<file path="config.mk">
export PLATFORM = sky130hd
export DESIGN_NAME = bmm_front
export DESIGN_NICKNAME = d
export VERILOG_FILES = /design/src/block_diagonal_matrix_multiply_macros.svh /design/src/bmm_pkg.sv /design/src/bmm_front.sv
export SDC_FILE = /design/constraint.sdc
export NUM_CORES = 1
export LEC_CHECK = 0
export BUFFER_PORTS_ARGS = -buffer_cell sky130_fd_sc_hd__clkbuf_2
export CORE_MARGIN = 5
export CORE_UTILIZATION = 28
export DETAILED_ROUTE_END_ITERATION = 12
export PLACE_DENSITY = 0.9
export SKIP_LAST_GASP = 1
export SLEW_MARGIN = 20
export SYNTH_ARGS = -nofsm -noshare
export SYNTH_HDL_FRONTEND = slang
export SYNTH_SLANG_ARGS = --single-unit
</file>
<file path="constraint.sdc">
create_clock -name vclk -period 1.6
set_input_delay 0.24 -clock vclk [all_inputs]
set_output_delay 0.24 -clock vclk [all_outputs]
set_load 0.01 [all_outputs]
</file>
<file path="src/block_diagonal_matrix_multiply_macros.svh">
// Assertion macros for the block diagonal matrix multiply unit.
`ifndef BLOCK_DIAGONAL_MATRIX_MULTIPLY_MACROS_SVH
`define BLOCK_DIAGONAL_MATRIX_MULTIPLY_MACROS_SVH

`ifndef ASSERT_OFF
`define BMM_ASSERT_IMP(label, clk, rst_n, ante, cons) \
	label: assert property (@(posedge clk) disable iff (!rst_n) (ante) |-> (cons)) \
		else $error("assertion failed");
`define BMM_ASSERT_NXT(label, clk, rst_n, ante, cons) \
	label: assert property (@(posedge clk) disable iff (!rst_n) (ante) |=> (cons)) \
		else $error("assertion failed");
`else
`define BMM_ASSERT_IMP(label, clk, rst_n, ante, cons)
`define BMM_ASSERT_NXT(label, clk, rst_n, ante, cons)
`endif

`endif

</file>
<file path="src/bmm_pkg.sv">
`timescale 1ns / 1ps

package bmm_pkg;

	localparam int MAX_DIM_DEF   = 8;
	localparam int FRAC_BITS_DEF = 16;

	localparam int ELEM_W     = 32;
	localparam int IDX_W      = 3;
	localparam int DIM_W      = 4;
	localparam int FIFO_DEPTH = 4;
	localparam int PTR_W      = 2;
	localparam int CNT_W      = 3;

	typedef logic [DIM_W-1:0] dim_t;

	typedef enum logic [1:0] {
		ACT_LOAD_A  = 2'd0,
		ACT_LOAD_B  = 2'd1,
		ACT_COMPUTE = 2'd2
	} act_t;

	typedef enum logic [1:0] {
		MODE_FULL  = 2'd0,
		MODE_B_BLK = 2'd1,
		MODE_A_BLK = 2'd2,
		MODE_BOTH  = 2'd3
	} mode_t;

	typedef enum logic [2:0] {
		REG_ROWS_A       = 3'd0,
		REG_INNER_DIM    = 3'd1,
		REG_COLS_B       = 3'd2,
		REG_BLOCK_SIZE   = 3'd3,
		REG_PRODUCT_MODE = 3'd4
	} reg_idx_t;

	// Effective (clamped) configuration.
	typedef struct packed {
		dim_t  nr;
		dim_t  nk;
		dim_t  nc;
		dim_t  bs;
		mode_t mode;
	} cfg_t;

	// Request queued between front and back.
	typedef struct packed {
		act_t              kind;
		logic [IDX_W-1:0]  row;
		logic [IDX_W-1:0]  col;
		logic [ELEM_W-1:0] value;
	} cmd_t;

	function automatic dim_t clamp_dim(dim_t v, dim_t lim);
		dim_t r;
		if (v == '0) begin
			r = dim_t'(1);
		end else if (v > lim) begin
			r = lim;
		end else begin
			r = v;
		end
		return r;
	endfunction

endpackage

</file>
<file path="src/bmm_front.sv">
`timescale 1ns / 1ps

module bmm_front (
	input  bmm_pkg::cfg_t                  cfg,
	input  logic                           item_valid,
	output logic                           item_stall,
	input  logic [1:0]                     action,
	input  logic [bmm_pkg::IDX_W-1:0]      element_row,
	input  logic [bmm_pkg::IDX_W-1:0]      element_col,
	input  logic signed [bmm_pkg::ELEM_W-1:0] element_value,
	input  logic                           fifo_full,
	output logic                           push,
	output bmm_pkg::cmd_t                  cmd
);
	import bmm_pkg::*;

	logic keep;
	dim_t r_ext;
	dim_t c_ext;

	assign r_ext = dim_t'(element_row);
	assign c_ext = dim_t'(element_col);

	always_comb begin
		keep = 1'b0;
		case (action)
			ACT_LOAD_A:  keep = (r_ext < cfg.nr) && (c_ext < cfg.nk);
			ACT_LOAD_B:  keep = (r_ext < cfg.nk) && (c_ext < cfg.nc);
			ACT_COMPUTE: keep = 1'b1;
			default:     keep = 1'b0;
		endcase
	end

	assign item_stall = fifo_full;
	assign push       = item_valid && !fifo_full && keep;
	assign cmd.kind   = act_t'(action);
	assign cmd.row    = element_row;
	assign cmd.col    = element_col;
	assign cmd.value  = element_value;

endmodule

</file>
==> results of run 1 <==
-- Yosys cell counts --
cell       instances  area, um^2
buf_4             41         308
nor2_1             1        3.75
or3b_2             1        8.76
o22ai_1            1        6.26
ha_1               8         100
a21o_1             2        15.0
inv_1              6        22.5
o32ai_1            2        17.5
a31oi_1            2        12.5
nand4bb_1          1        11.3
nand2b_1           4        25.0
a211oi_2           2        25.0
o21bai_1           1        7.51
or2_2              1        6.26
-- per-layer routing --
metal / global-route usage / up-vias
li1: - / 188
met2: 0.116 / 27
met3: 0.0214 / 4
met4: 0.0202 / 0
met5: 0 / -
met1: 0.0746 / 164
-- final cells by class --
cell class / instances / area [um^2] / share of cell area
multi-input cells: 26 / 277 / 0.544
inverters: 6 / 22.5 / 0.0443
repair buffers: 34 / 175 / 0.345
well taps: 27 / 33.8 / 0.0665
-- kinds of logic after synthesis --
family / count (synthesis)
AND/OR/NAND/NOR: 8
AO/OA/AOI/OAI: 10
adder cells (fa/ha/maj): 8
buffers and inverters: 47
-- stage by stage --
stage	setup slack [ns]	hold WS (ns)	power, mW
2_1_floorplan	0.193	0.572	0.156
3_3_place_gp	-0.0452	0.480	0.113
3_5_place_dp	-0.0575	0.480	0.116
4_1_cts	0.0277	0.480	0.123
5_1_grt	-0.0301	0.480	0.146
6_report	0.0199	0.480	0.131
-- worst min-delay path by stage --
| stage | from | end | depth (start not counted) |
|---|---|---|---|
| 2_1_floorplan | element_value[0] | cmd[0] | 1 |
| 6_report | element_value[11] | cmd[11] | 0 |
| 3_5_place_dp | element_value[1] | cmd[1] | 0 |
| 4_1_cts | element_value[1] | cmd[1] | 0 |
| 3_3_place_gp | element_value[1] | cmd[1] | 0 |
| 5_1_grt | element_value[18] | cmd[18] | 0 |
-- report_power, final --
group          switching (mW)  internal, mW  total [mW]
clock network               0             0           0
registers                   0             0           0
logic                  0.0606        0.0700       0.131
-- timing repair --
item                                    in CTS  in global routing
setup buffers                                0                  0
gates resized for setup                      3                  2
endpoints found under the setup margin       1                  1
pin swaps                                    4                  0
hold endpoints to repair                     0                  0
-- cell usage in the layout (no fill, tap or decap), types with 2 or more instances in the layout --
cell      count
inv_1         5
a31oi_2       2
nand2b_1      4
a21o_1        2
buf_4         2
clkbuf_2     32
a211oi_2      2
o32ai_1       2
ha_4          2
ha_1          6
==> summary.txt, run 1 <==
Placed design
  • IO buf count: 32
  • Placed Area: 470 um^2
  • Gpl congestion: 0.736
  • Inst Count DP: slightly above 90
  • HPWL after DPL: 1070 um

Timing
  • Slew Limit Headroom: 0.829
  • Setup tns final: 0 ns
  • Final hold vios: 0
  • Slew Viols, Final: 0
  • Peak Freq: 633 MHz
  • Final Critical Period: 1.58 ns
  • Period utilization: 0.988
  • Worst slew pin tran: roughly 0.26 ns
  • RSZ-0062 raised after global routing: true
  • Final setup violation count: 0

Worst setup path
  • Most frequent CP cell: clkbuf_2
  • Worst path slowest cell: ha_4
  • Critical path fanouts, max: 2
  • WS Path Type: primary input to output pin
  • Crit path largest cell delay: 0.25 ns
  • Worst path buffer plus inverter count: 2
  • CP delay by family, top: compound AO/OA/AOI/OAI gates
  • WP data required: 1.36 ns
  • Setup crit start: element_row[2]
  • Critical Path Sink Type: output pin
  • Startpoint Class: primary input
  • Critical-path cell list: clkbuf_2 -> ha_4 -> a21o_1 -> a31oi_2 -> o32ai_1 -> o22ai_1 -> clkbuf_2
  • Setup crit end: push
  • WP depth: 7
  • WP data arrival: 1.34 ns

Floorplan
  • Row count: 16
  • Full die area: 3030 um^2
  • Top Ports: around 100
  • Core ar.: roughly 1900 um^2
  • Initial core utilization: 0.293
  • Die X: 55.1 um
  • Die height: 55.1 um

Global routing
  • GR Overflow Total: 0
  • First-pass GRT wire length: 1480 um
  • Vias in the first global route: 352
  • Tot GR Track Use: 0.0659
  • Initial antenna violation count: 0
  • Largest net degree at the start of global routing: 5

Detailed routing
  • Iteration-0 DRC Markers: 2
  • Vias/cell: 4.12
  • Initial DRT Pass Iterations: 3
  • Highest routing layer actually used: met4
  • DRC viols: 0
  • Routed length on met3: 194 um
  • Met2 WL: 603 um
  • Metal1 wirelength: 398 um
  • Drt total wl: 1210 um
  • Final antenna-violating net count: 0
  • Via count: 383
  • WL per Instance: ~13 um

Power
  • PwrDens: ~260 nW/um^2
  • Pleak: 0.287 nW
  • Worst vdd ir: 70.1 uV

Synthesis
  • XOR/XNOR share of the synthesized area: 0
  • Distinct cells, synth: 14
  • Synthesized cell area: about 570 um^2
  • Post-Synth Simple-Gate Area: 0.0967
  • Register area share after synthesis: 0
  • Post-Synthesis Cells: 73
  • Post-synthesis area per instance: 7.80 um^2
  • Synth Warn #: 0
  • Mux contribution to synthesized area: 0
  • Main combinational cell family by area after synthesis: buffers and inverters
  • Post-Synthesis Net Count: 141
  • Compound-gate portion of the synthesized area: 0.147
  • Synth Area in Adders: 0.176

Clock tree
  • Hold_buf cts: 0

Layout
  • Share of layout cells above drive strength 1: 0.652
  • Number of diodes: 0
  • Final net count: 136
  • Reg area: 0 um^2
  • Non-Filler Instances: 93
  • FFs & Latches: 0
  • Fill count: 232
  • Post-route cell area: 508 um^2
  • # clk buffers: 0
  • Final core utilization: 0.262
  • Area growth syn-to-layout: -10.8%

Outcome
  • Status: finished clean

Worst hold path
  • Hold WC Path Type: primary input to output pin

Run
  • Max Cap Violations: 0
(Power assumes the default switching activity.)
==> inputs of run 2 (changes only) <==
- BUFFER_PORTS_ARGS: -buffer_cell sky130_fd_sc_hd__clkbuf_2 -> default
- CORE_AREA: default -> 2 2 39 41
- CORE_MARGIN: 5 -> default
- CORE_UTILIZATION: 28 -> default
- DIE_AREA: default -> 0 0 41 43
- DONT_BUFFER_PORTS: default -> 1
- PLACE_DENSITY: 0.9 -> 0.63
==> summary.txt, run 2 (same netlist as run 1, synthesis figures left out) <==
Outcome
  • Status: finished clean

Layout
  • # clk buffers: 0 (unchanged)
  • FFs & Latches: 0 (unchanged)
  • Share of layout cells above drive strength 1: 0.156 (-0.495)
  • Most frequent cells in the layout: 8 x ha_1, 6 x inv_1, 4 x nand2b_1
  • Commonest non-fill, non-tap cell in the layout: ha_1
  • Final net count: 102 (-25%)
  • Number of diodes: 0 (unchanged)
  • Final core utilization: 0.208 (-0.0536)
  • Post-route cell area: 288 um^2 (-43%)
  • Area growth syn-to-layout: -49.5%
  • Reg area: 0 um^2 (unchanged)

Worst setup path
  • Worst path slowest cell: ha_1
  • Setup crit start: cfg[12]
  • CP delay by family, top: compound AO/OA/AOI/OAI gates
  • Critical path fanouts, max: 2 (unchanged)
  • Critical-path cell list: inv_1 -> ha_1 -> a21o_1 -> a31oi_1 -> o32ai_1 -> o22ai_2
  • Crit path largest cell delay: 0.30 ns (+0.05 ns)
  • WP data arrival: 1.23 ns (-0.11 ns)
  • WS Path Type: primary input to output pin
  • WP data required: 1.36 ns (about the same)
  • Critical Path Sink Type: output pin
  • Worst path buffer plus inverter count: 1 (-1)
  • Startpoint Class: primary input

Clock tree
  • # resized after CTS: 0 (-3)
  • Postcts setup bufs: 0 (unchanged)
  • Hold_buf cts: 0 (unchanged)

Detailed routing
  • Iteration-0 DRC Markers: 0 (-2)
  • Via count: 284 (-26%)
  • Final antenna-violating net count: 0 (unchanged)
  • Drt total wl: 819 um (-32%)
  • DRC viols: 0 (unchanged)
  • WL per Instance: 17.1 um (+31%)
  • Vias/cell: 5.92 (+44%)
  • Initial DRT Pass Iterations: 1 (-2)

Global routing
  • Largest net degree at the start of global routing: 5 (unchanged)
  • GR Overflow Total: 0 (unchanged)
  • Tot GR Track Use: 0.0779 (+0.0120)
  • First-pass GRT wire length: 1010 um (-32%)
  • Vias in the first global route: 274 (-22%)
  • Initial antenna violation count: 0 (unchanged)

Power
  • Final Power: 0.0608 mW (-53%)
  • Switching power: 0.0282 mW (-53%)
  • PwrDens: 211 nW/um^2 (-18%)
  • Comb power frac: 1.000 (about the same)
  • Pleak: 0.146 nW (-49%)
  • Clock share of power: 0 (unchanged)
  • Internal power: 0.0325 mW (-54%)
  • Sequential share of power: 0 (unchanged)
  • Worst vdd ir: 35.9 uV (-49%)
  • Sw frac: 0.465 (+0.000574)

Floorplan
  • Initial core utilization: 0.411 (+0.118)
  • Die height: 43 um (-22%)
  • Die X: 41 um (-26%)
  • Core ar.: 1380 um^2 (-29%)
  • Top Ports: 102 (unchanged)
  • Full die area: 1760 um^2 (-42%)
  • Row count: 14 (-2)

Timing
  • Final hold vios: 0 (unchanged)
  • Slew Limit Headroom: 0.798 (-0.0306)
  • Final setup violation count: 0 (unchanged)
  • Final Critical Period: 1.47 ns (-0.107 ns)
  • Worst slew pin tran: 0.302 ns (+0.0458 ns)
  • Setup tns final: 0 ns (unchanged)
  • RSZ-0062 raised after global routing: false
  • Final worst slack: 0.126 ns (+0.107 ns)
  • Peak Freq: 679 MHz (+7.2%)
  • Slew Viols, Final: 0 (unchanged)
  • Period utilization: 0.921 (-0.0666)

Placed design
  • Gpl congestion: 0.674 (-8.4%)
  • IO buf count: 0 (-100%)
  • HPWL after DPL: 757 um (-29%)
  • Setup WS pre-CTS: 0.0561 ns (+0.114 ns)
  • Placed Area: 282 um^2 (-40%)

Worst hold path
  • Hold WC Path Type: primary input to output pin
  • Min-delay src: element_value[19]

Run
  • Max Cap Violations: 0 (unchanged)
[run 2: layout make-up]
type                            count  area, um^2
Fill cell                         156        1100
Inverter                            6        22.5
Multi-Input combinational cell     26         245
Tap cell                           16        20.0
[run 2: per-stage QoR]
stage,hold WS (ns),instances
6_report,0.480,48
5_1_grt,0.480,48
4_1_cts,0.480,48
3_5_place_dp,0.480,48
3_3_place_gp,0.480,48
2_1_floorplan,0.572,73
[run 2: per-layer routing]
layer  wire (um)  GRT usage
met2         364      0.128
met4          34     0.0467
met5           0          0
met1         261     0.0665
met3         160     0.0471
[run 2: worst paths after layout]
check / cells after the start / to
worst min-delay path: 0 / cmd[19]
worst max-delay path: 6 / push
[run 2: power by group through the flow]
stage	Sequential [mW]	Clock, mW	Combinational [mW]
after CTS	0	0	0.0608
after floorplan	0	0	0.156
after global placement	0	0	0.0569
after global routing	0	0	0.0702
after detailed placement	0	0	0.0607
final	0	0	0.0608
