$ cat config.mk
export PLATFORM = sky130hd
export DESIGN_NAME = bmm_fifo
export DESIGN_NICKNAME = d
export VERILOG_FILES = /design/src/block_diagonal_matrix_multiply_macros.svh /design/src/bmm_pkg.sv /design/src/bmm_fifo.sv
export SDC_FILE = /design/constraint.sdc
export NUM_CORES = 1
export LEC_CHECK = 0
export ABC_AREA = 1
export BUFFER_PORTS_ARGS = -buffer_cell sky130_fd_sc_hd__buf_2
export CAP_MARGIN = 5
export CORE_ASPECT_RATIO = 0.7
export CORE_UTILIZATION = 62
export DETAILED_ROUTE_END_ITERATION = 10
export GPL_ROUTABILITY_DRIVEN = 0
export PLACE_DENSITY = 0.83
export SLEW_MARGIN = 20
export SYNTH_ARGS = -nofsm -noshare
export SYNTH_HDL_FRONTEND = slang
export SYNTH_SLANG_ARGS = --single-unit
export TNS_END_PERCENT = 10
$ cat constraint.sdc
create_clock -name clk -period 6.45 [get_ports clk]
set_input_delay 0.3225 -clock clk [delete_from_list [all_inputs] [get_ports clk]]
set_output_delay 0.3225 -clock clk [all_outputs]
set_load 0.02 [all_outputs]
$ cat src/block_diagonal_matrix_multiply_macros.svh
// Assertion macros for the block diagonal matrix multiply unit.
`ifndef BLOCK_DIAGONAL_MATRIX_MULTIPLY_MACROS_SVH
`define BLOCK_DIAGONAL_MATRIX_MULTIPLY_MACROS_SVH

`ifndef ASSERT_OFF
`define BMM_ASSERT_IMP(label, clk, rst_n, ante, cons) \
	label: assert property (@(posedge clk) disable iff (!rst_n) (ante) |-> (cons)) \
		else $error("assertion failed");
`define BMM_ASSERT_NXT(label, clk, rst_n, ante, cons) \
	label: assert property (@(posedge clk) disable iff (!rst_n) (ante) |=> (cons)) \
		else $error("assertion failed");
`else
`define BMM_ASSERT_IMP(label, clk, rst_n, ante, cons)
`define BMM_ASSERT_NXT(label, clk, rst_n, ante, cons)
`endif

`endif

$ cat src/bmm_pkg.sv
`timescale 1ns / 1ps

package bmm_pkg;

	localparam int MAX_DIM_DEF   = 8;
	localparam int FRAC_BITS_DEF = 16;

	localparam int ELEM_W     = 32;
	localparam int IDX_W      = 3;
	localparam int DIM_W      = 4;
	localparam int FIFO_DEPTH = 4;
	localparam int PTR_W      = 2;
	localparam int CNT_W      = 3;

	typedef logic [DIM_W-1:0] dim_t;

	typedef enum logic [1:0] {
		ACT_LOAD_A  = 2'd0,
		ACT_LOAD_B  = 2'd1,
		ACT_COMPUTE = 2'd2
	} act_t;

	typedef enum logic [1:0] {
		MODE_FULL  = 2'd0,
		MODE_B_BLK = 2'd1,
		MODE_A_BLK = 2'd2,
		MODE_BOTH  = 2'd3
	} mode_t;

	typedef enum logic [2:0] {
		REG_ROWS_A       = 3'd0,
		REG_INNER_DIM    = 3'd1,
		REG_COLS_B       = 3'd2,
		REG_BLOCK_SIZE   = 3'd3,
		REG_PRODUCT_MODE = 3'd4
	} reg_idx_t;

	// Effective (clamped) configuration.
	typedef struct packed {
		dim_t  nr;
		dim_t  nk;
		dim_t  nc;
		dim_t  bs;
		mode_t mode;
	} cfg_t;

	// Request queued between front and back.
	typedef struct packed {
		act_t              kind;
		logic [IDX_W-1:0]  row;
		logic [IDX_W-1:0]  col;
		logic [ELEM_W-1:0] value;
	} cmd_t;

	function automatic dim_t clamp_dim(dim_t v, dim_t lim);
		dim_t r;
		if (v == '0) begin
			r = dim_t'(1);
		end else if (v > lim) begin
			r = lim;
		end else begin
			r = v;
		end
		return r;
	endfunction

endpackage

$ cat src/bmm_fifo.sv
`timescale 1ns / 1ps

module bmm_fifo (
	input  logic          clk,
	input  logic          arst_n,
	input  logic          push,
	input  bmm_pkg::cmd_t din,
	output logic          full,
	input  logic          pop,
	output bmm_pkg::cmd_t dout,
	output logic          empty
);
	import bmm_pkg::*;

	cmd_t             slot_q [FIFO_DEPTH];
	logic [PTR_W-1:0] wr_ptr_q;
	logic [PTR_W-1:0] rd_ptr_q;
	logic [CNT_W-1:0] count_q;
	logic             do_push;
	logic             do_pop;

	assign full    = (count_q == CNT_W'(FIFO_DEPTH));
	assign empty   = (count_q == '0);
	assign do_push = push && !full;
	assign do_pop  = pop && !empty;
	assign dout    = slot_q[rd_ptr_q];

	always_ff @(posedge clk or negedge arst_n) begin
		if (!arst_n) begin
			wr_ptr_q <= '0;
			rd_ptr_q <= '0;
			count_q  <= '0;
		end else begin
			if (do_push) begin
				wr_ptr_q <= wr_ptr_q + PTR_W'(1);
			end
			if (do_pop) begin
				rd_ptr_q <= rd_ptr_q + PTR_W'(1);
			end
			if (do_push && !do_pop) begin
				count_q <= count_q + CNT_W'(1);
			end else if (do_pop && !do_push) begin
				count_q <= count_q - CNT_W'(1);
			end
		end
	end

	always_ff @(posedge clk) begin
		if (do_push) begin
			slot_q[wr_ptr_q] <= din;
		end
	end

endmodule

==> flow_summary.ini, run 1 <==
[outcome]
status = complete, no violations

[synth]
yosysUniqueCellTypes = 16
synth_area_leaders = edfxtp_1 71%, o211ai_1 8.8%, nand2_1 7.6%
synth_adder_area_share = 0.0122
synth_compound_area_frac = 0.0892
yosysTopAreaCell = edfxtp_1
ys_seq_area_frac = 0.734
async_reset_ff_frac = 0.0419
ys_warn_count = 0
synth_flop_cell = edfxtp_1
synth-edff-count = 160
synthSimpleGateAreaFrac = 0.0846
synth_area_um2 = 6790
ys_ff_latch = 167
yosysMostFrequentCell = edfxtp_1
synth_top_family_by_area = compound AO/OA/AOI/OAI gates
muxShareOfSynthArea = 0
netlist_top_cells_count = 160 x edfxtp_1, 138 x nand2_1, 94 x inv_1, 80 x o211ai_1, 11 x clkbuf_1
yosys.area_share.xor_xnor = 0.00129
synthCells = 528
avgSynthCellArea_um2 = 12.9
synth_nets = 578
synth_top_area_share = 0.708

[cts]
cts_setup_buffers = 0
cts_tree = done
cts_buffer_depth = 2
cts.sinks = 167
clock_latency_ps = 420
clockRootBuffer = clkbuf_16
cts_inserted_buffers = 17
path_clk_slew_ps = 60
htreeDepth = 4

[place]
dp_slack_ps = 3600
numPlacedInstances = 741
hpwl_um = 7380
portBuffers = 85

[sta]
fin_crit_sh = 0.513
fmax_mhz = 302
hold_viol_final = 0
worst_slew_pin_slew_ps = 902
setup_violations = 0
finalSetupTns_ps = 0
fin_skew_ps = 4.79
finalMaxSlewViolations = 0
rsz0062_at_grt = no
min_period_ps = 3310
max_slew_margin = 0.399
final.setup.worst_slack_ps = 3140

[floorplanning]
io_pins = 86
fp.dieW_um = 127
rows = 31
die_area_um2 = 11400
die_h_um = 89.5
coreArea_um2 = 10500
start_util = 0.646

[worst_setup_path]
critPathMaxFanout = 43
worstPathRequired_ps = 6130
startpoint = rd_ptr_q[1]
startpoint_type = flip-flop
crit_type = reg -> out
r2r_start = rd_ptr_q[1]
endpoint_kind = primary output
cp_data_arrival_time_ps = 2980

[min_path]
hp-class = in -> reg
hold_start = din[19]

[finish]
drive_gt1_frac = 0.202
final_nets = 663
finalNonFillerCells = 773
n_fill_cell = 627
syn_to_final_growth_pct = 16.5

[detailed_routing]
firstDrtPassIters = 5
drc = 0
drt_iter0_markers = 312
vias_per_cell = 5.34
via_count = 4124
ant_nets = 0
wl_per_cell_um = 16.4
drt_wl_total_um = 12700

[global_route]
grt_start_max_net_pins = 83
antenna_found_initial = 4
grt_first_pass_wirelength_um = 19400
first_global_vias = 3884
grt_use_total = 0.239
grt_overflow_total = 0

[flow_run]
drv_cap = 0

[power_and_ir_drop]
power_mw = 3.84
power_density_nw_per_um2 = 486
power_leakage_nw = 3.27
ir_drop_v = 0.000293
-- flip-flops by register name (all words and copies together) (netlist names) --
signal and cells:
slot_q 160, count_q 3, rd_ptr_q 2, wr_ptr_q 2
-- cells by family (layout without fill, tap and decap cells) --
| family | Yosys count | count (layout) |
|---|---|---|
| flip-flops | 167 | 167 |
| AND/OR/NAND/NOR | 150 | 150 |
| buffers and inverters | 123 | 219 |
| AO/OA/AOI/OAI | 81 | 81 |
| adder cells (fa/ha/maj) | 6 | 6 |
| XOR/XNOR | 1 | 1 |
| other | 0 | 1 |
-- where the power goes --
part / switching [mW] / internal (mW) / leakage, nW
logic: 0.911 / 0.383 / 1.43
clock network: 0.377 / 0.636 / 0.290
registers: 0.105 / 1.43 / 1.55
-- worst paths after layout --
kind | endpoint | slack (ps) | cells past startpoint
worst max-delay path | dout[29] | 3140 | 5
worst min register to register | count_q[2] | 510 | 2
max in group asynchronous | rd_ptr_q[1] | 5990 | 2
min in group asynchronous | count_q[2] | 280 | 2
worst max register to register | rd_ptr_q[1] | 3900 | 6
worst min-delay path | slot_q[2][19] | 120 | 1
-- placed cells by master, fill, tap and decap left out --
| master | instances |
|---|---|
| buf_2 | 85 |
| buf_4 | 6 |
| bufinv_16 | 4 |
| clkbuf_1 | 1 |
| clkbuf_16 | 17 |
| clkinv_1 | 3 |
| clkinv_2 | 5 |
| clkinvlp_4 | 1 |
| dfrtp_1 | 6 |
| dfrtp_2 | 1 |
| diode_2 | 1 |
| dlygate4sd3_1 | 1 |
| edfxtp_1 | 160 |
| fa_1 | 1 |
| ha_1 | 5 |
| inv_1 | 93 |
| inv_2 | 2 |
| inv_4 | 1 |
| nand2_1 | 138 |
| nand3_1 | 7 |
| nand4_1 | 1 |
| nor2_4 | 4 |
| o211ai_1 | 80 |
| o21ai_0 | 1 |
| xnor2_1 | 1 |
-- routing by layer --
layer  GRT usage  vias to the layer above  part of all wire
met5           0                        -            0.0028
met4       0.101                        6             0.018
met3      0.0772                       30             0.069
met2       0.404                      146              0.49
met1       0.291                     1948              0.42
li1            -                     1994                 -
-- worst max-delay path: stages, from the launching register on --
cell and delay, ps:
dfrtp_2 960, clkinv_1 710, buf_4 460, o211ai_1 140
nand2_1 110, buf_2 170
-- metrics by stage --
stage	hold slack [ps]	utilization	area, µm²
after detailed placement	173	0.695	7300
after global routing	110	0.752	7900
after global placement	161	0.695	7300
final	116	0.752	7910
after floorplan	26.9	-	6790
after CTS	100	0.752	7900
-- what timing repair did --
action	CTS	global route
hold buffers	1	0
gates resized for setup	0	0
hold endpoints to repair	7	0
-- area by class of cell --
class | instances | area (µm²) | area share
antenna | 1 | 2.50 | 0.000317
clock buffer | 18 | 429 | 0.0543
clock inverter | 12 | 160 | 0.0203
inverter | 97 | 367 | 0.0464
multi-input combinational | 238 | 1300 | 0.165
sequential | 167 | 4980 | 0.630
tap | 148 | 185 | 0.0234
timing repair buffer | 92 | 480 | 0.0608
Power figures use the tool's default switching activity.
==> inputs of run 2 (changes only) <==
--- a/config.mk
+++ b/config.mk
@@ -5,14 +5,14 @@
 export SDC_FILE = /design/constraint.sdc
 export NUM_CORES = 1
 export LEC_CHECK = 0
-export ABC_AREA = 1
+export ABC_AREA = 0
 export BUFFER_PORTS_ARGS = -buffer_cell sky130_fd_sc_hd__buf_2
 export CAP_MARGIN = 5
 export CORE_ASPECT_RATIO = 0.7
-export CORE_UTILIZATION = 62
+export CORE_UTILIZATION = 51
 export DETAILED_ROUTE_END_ITERATION = 10
 export GPL_ROUTABILITY_DRIVEN = 0
-export PLACE_DENSITY = 0.83
+export PLACE_DENSITY = 0.73
 export SLEW_MARGIN = 20
 export SYNTH_ARGS = -nofsm -noshare
 export SYNTH_HDL_FRONTEND = slang
==> constraint.sdc (replaced) <==
create_clock -name clk -period 3 [get_ports clk]
set_input_delay 0.15 -clock clk [delete_from_list [all_inputs] [get_ports clk]]
set_output_delay 0.15 -clock clk [all_outputs]
set_load 0.02 [all_outputs]
==> flow_summary.ini, run 2 <==
[worst_setup_path]
r2r_start = count_q[2]
reg2reg_depth = 4
endpoint_kind = flip-flop
worstPathRequired_ps = 3090
startpoint_type = flip-flop
crit_type = reg -> reg
cp_data_arrival_time_ps = 2310
critPathMaxFanout = 17
startpoint = count_q[2]

[sta]
fmax_mhz = 452
finalMaxSlewViolations = 0
fin_skew_ps = 5.69
worst_slew_pin_slew_ps = 603
finalSetupTns_ps = 0
rsz0062_at_grt = no
hold_viol_final = 0
fin_crit_sh = 0.738
min_period_ps = 2210
setup_violations = 0
max_slew_margin = 0.598

[detailed_routing]
wl_per_cell_um = 19.6
drt_wl_total_um = 10900
vias_per_cell = 5.28
via_count = 2952
drt_iter0_markers = 191
firstDrtPassIters = 4
drc = 0
ant_nets = 0

[floorplanning]
fp.dieW_um = 134
start_util = 0.530
die_area_um2 = 12700
die_h_um = 94.6
coreArea_um2 = 11800
io_pins = 86
rows = 33

[cts]
clockRootBuffer = clkbuf_16
cts.sinks = 167
cts_buffer_depth = 2
cts_tree = done
htreeDepth = 4
path_clk_slew_ps = 60
cts_inserted_buffers = 17
clock_latency_ps = 410

[finish]
final_common_cell = edfxtp_1
drive_gt1_frac = 0.423
reg.largest.list = slot_q (160), count_q (3)
diodes = 0
final_cell_mix = 160 x edfxtp_1, 85 x buf_2, 41 x dlygate4sd3_1
top_register = slot_q
largest_reg_flops = 160
finalCoreUtilization = 0.665
syn_to_final_growth_pct = 25.5
final_nets = 439

[global_route]
grt_first_pass_wirelength_um = 17300
antenna_found_initial = 0
grt_start_max_net_pins = 41
grt_use_total = 0.193
grt_overflow_total = 0
first_global_vias = 3121

[place]
portBuffers = 85
hpwl_um = 6400

[synth]
synth_nets = 296
synth_area_um2 = 6250
async_reset_ff_frac = 0.0419
ys_seq_area_frac = 0.796
ys_warn_count = 0
yosysMostFrequentCell = edfxtp_1
synth-edff-count = 160
synth_flop_cell = edfxtp_1
yosysUniqueCellTypes = 22
yosysTopAreaCell = edfxtp_1
synth_area_leaders = edfxtp_1 77%, mux4_2 14%, dfrtp_1 2.8%
ys_ff_latch = 167
avgSynthCellArea_um2 = 25.4
synth_top_area_share = 0.768
synthCells = 246
netlist_top_cells_count = 160 x edfxtp_1, 38 x mux4_2, 7 x dfrtp_1, 5 x ha_1

[power_and_ir_drop]
power_density_nw_per_um2 = 999
power_leakage_nw = 2.78
ir_drop_v = 0.000526

[min_path]
whs_path_depth = 3
hp-class = in -> reg
hold_start = pop

[flow_run]
drv_cap = 0

[outcome]
status = complete, no violations
run 2: changes by cell type after synthesis, moves of 3 or more:
cell | previous run | this run
mux4_2 | 0 | 38
buf_12 | 0 | 4
nor2_1 | 4 | 1
and2_1 | 0 | 4
nand2_1 | 138 | 1
inv_1 | 94 | 4
nand3_1 | 7 | 1
o211ai_1 | 80 | 0
xnor2_1 | 1 | 4
inv_2 | 3 | 0
buf_6 | 9 | 2
clkbuf_1 | 11 | 1
run 2: stage by stage:
stage,cell area [µm²],hold slack (ps),power (mW),instances,setup WS (ps)
CTS,7850,18.1,7.93,559,738
floorplan,6250,-146,5.09,246,769
finish,7850,33.1,7.84,559,785
global route,7850,50.8,8.21,559,577
detailed placement,6850,-0.989,5.77,486,743
global placement,6850,-2.43,5.72,486,872
run 2: layout make-up:
type                            instances  area, µm²
Fill cell                             797       3960
Clock inverter                          8       97.6
Tap cell                              157        196
Sequential cell                       167       4980
Clock buffer                           24        492
Inverter                                4       15.0
Multi-Input combinational cell         64       1140
Timing Repair Buffer                  135        928
run 2: final timing paths:
| kind | endpoint | slack [ps] |
|---|---|---|
| worst max-delay path | slot_q[3][9] | 790 |
| worst min-delay path | rd_ptr_q[1] | 30 |
| worst max register to register | slot_q[3][9] | 790 |
| worst min register to register | count_q[2] | 500 |
| max in group asynchronous | rd_ptr_q[0] | 2700 |
| min in group asynchronous | rd_ptr_q[1] | 120 |
run 2: cells by family (layout without fill, tap and decap cells):
kind of cell / count (synthesis) / count (layout) / synth area share
flops: 167 / 167 / 0.796
mux: 42 / 42 / 0.149
buf+inv: 15 / 171 / 0.0226
simple gates: 10 / 10 / 0.0100
fa+ha+maj: 6 / 6 / 0.0132
xor+xnor: 6 / 6 / 0.00840
run 2: report_power, final:
group	switching, mW	internal, mW	total [mW]
Clock	0.817	1.31	2.13
Sequential	0.207	3.09	3.30
Combinational	1.36	1.05	2.41
Total	2.38	5.46	7.84
run 2: critical path, stage by stage (launching register included):
cell     delay (ps)
dfrtp_1         400
nor3b_2         170
nor2b_1         430
and2_2          530
buf_4           350
run 2: what timing repair did:
action,in CTS,in global routing
hold buffers,41,0
endpoints found under the hold margin,167,0
gates resized for setup,0,0
buffers inserted,0,0
run 2: per-layer routing:
layer	vias up	part of all wire	GRT usage
met5	-	0	0
met4	0	0.0083	0.0702
met3	9	0.050	0.0478
met2	79	0.47	0.307
met1	1548	0.47	0.265
li1	1316	-	-
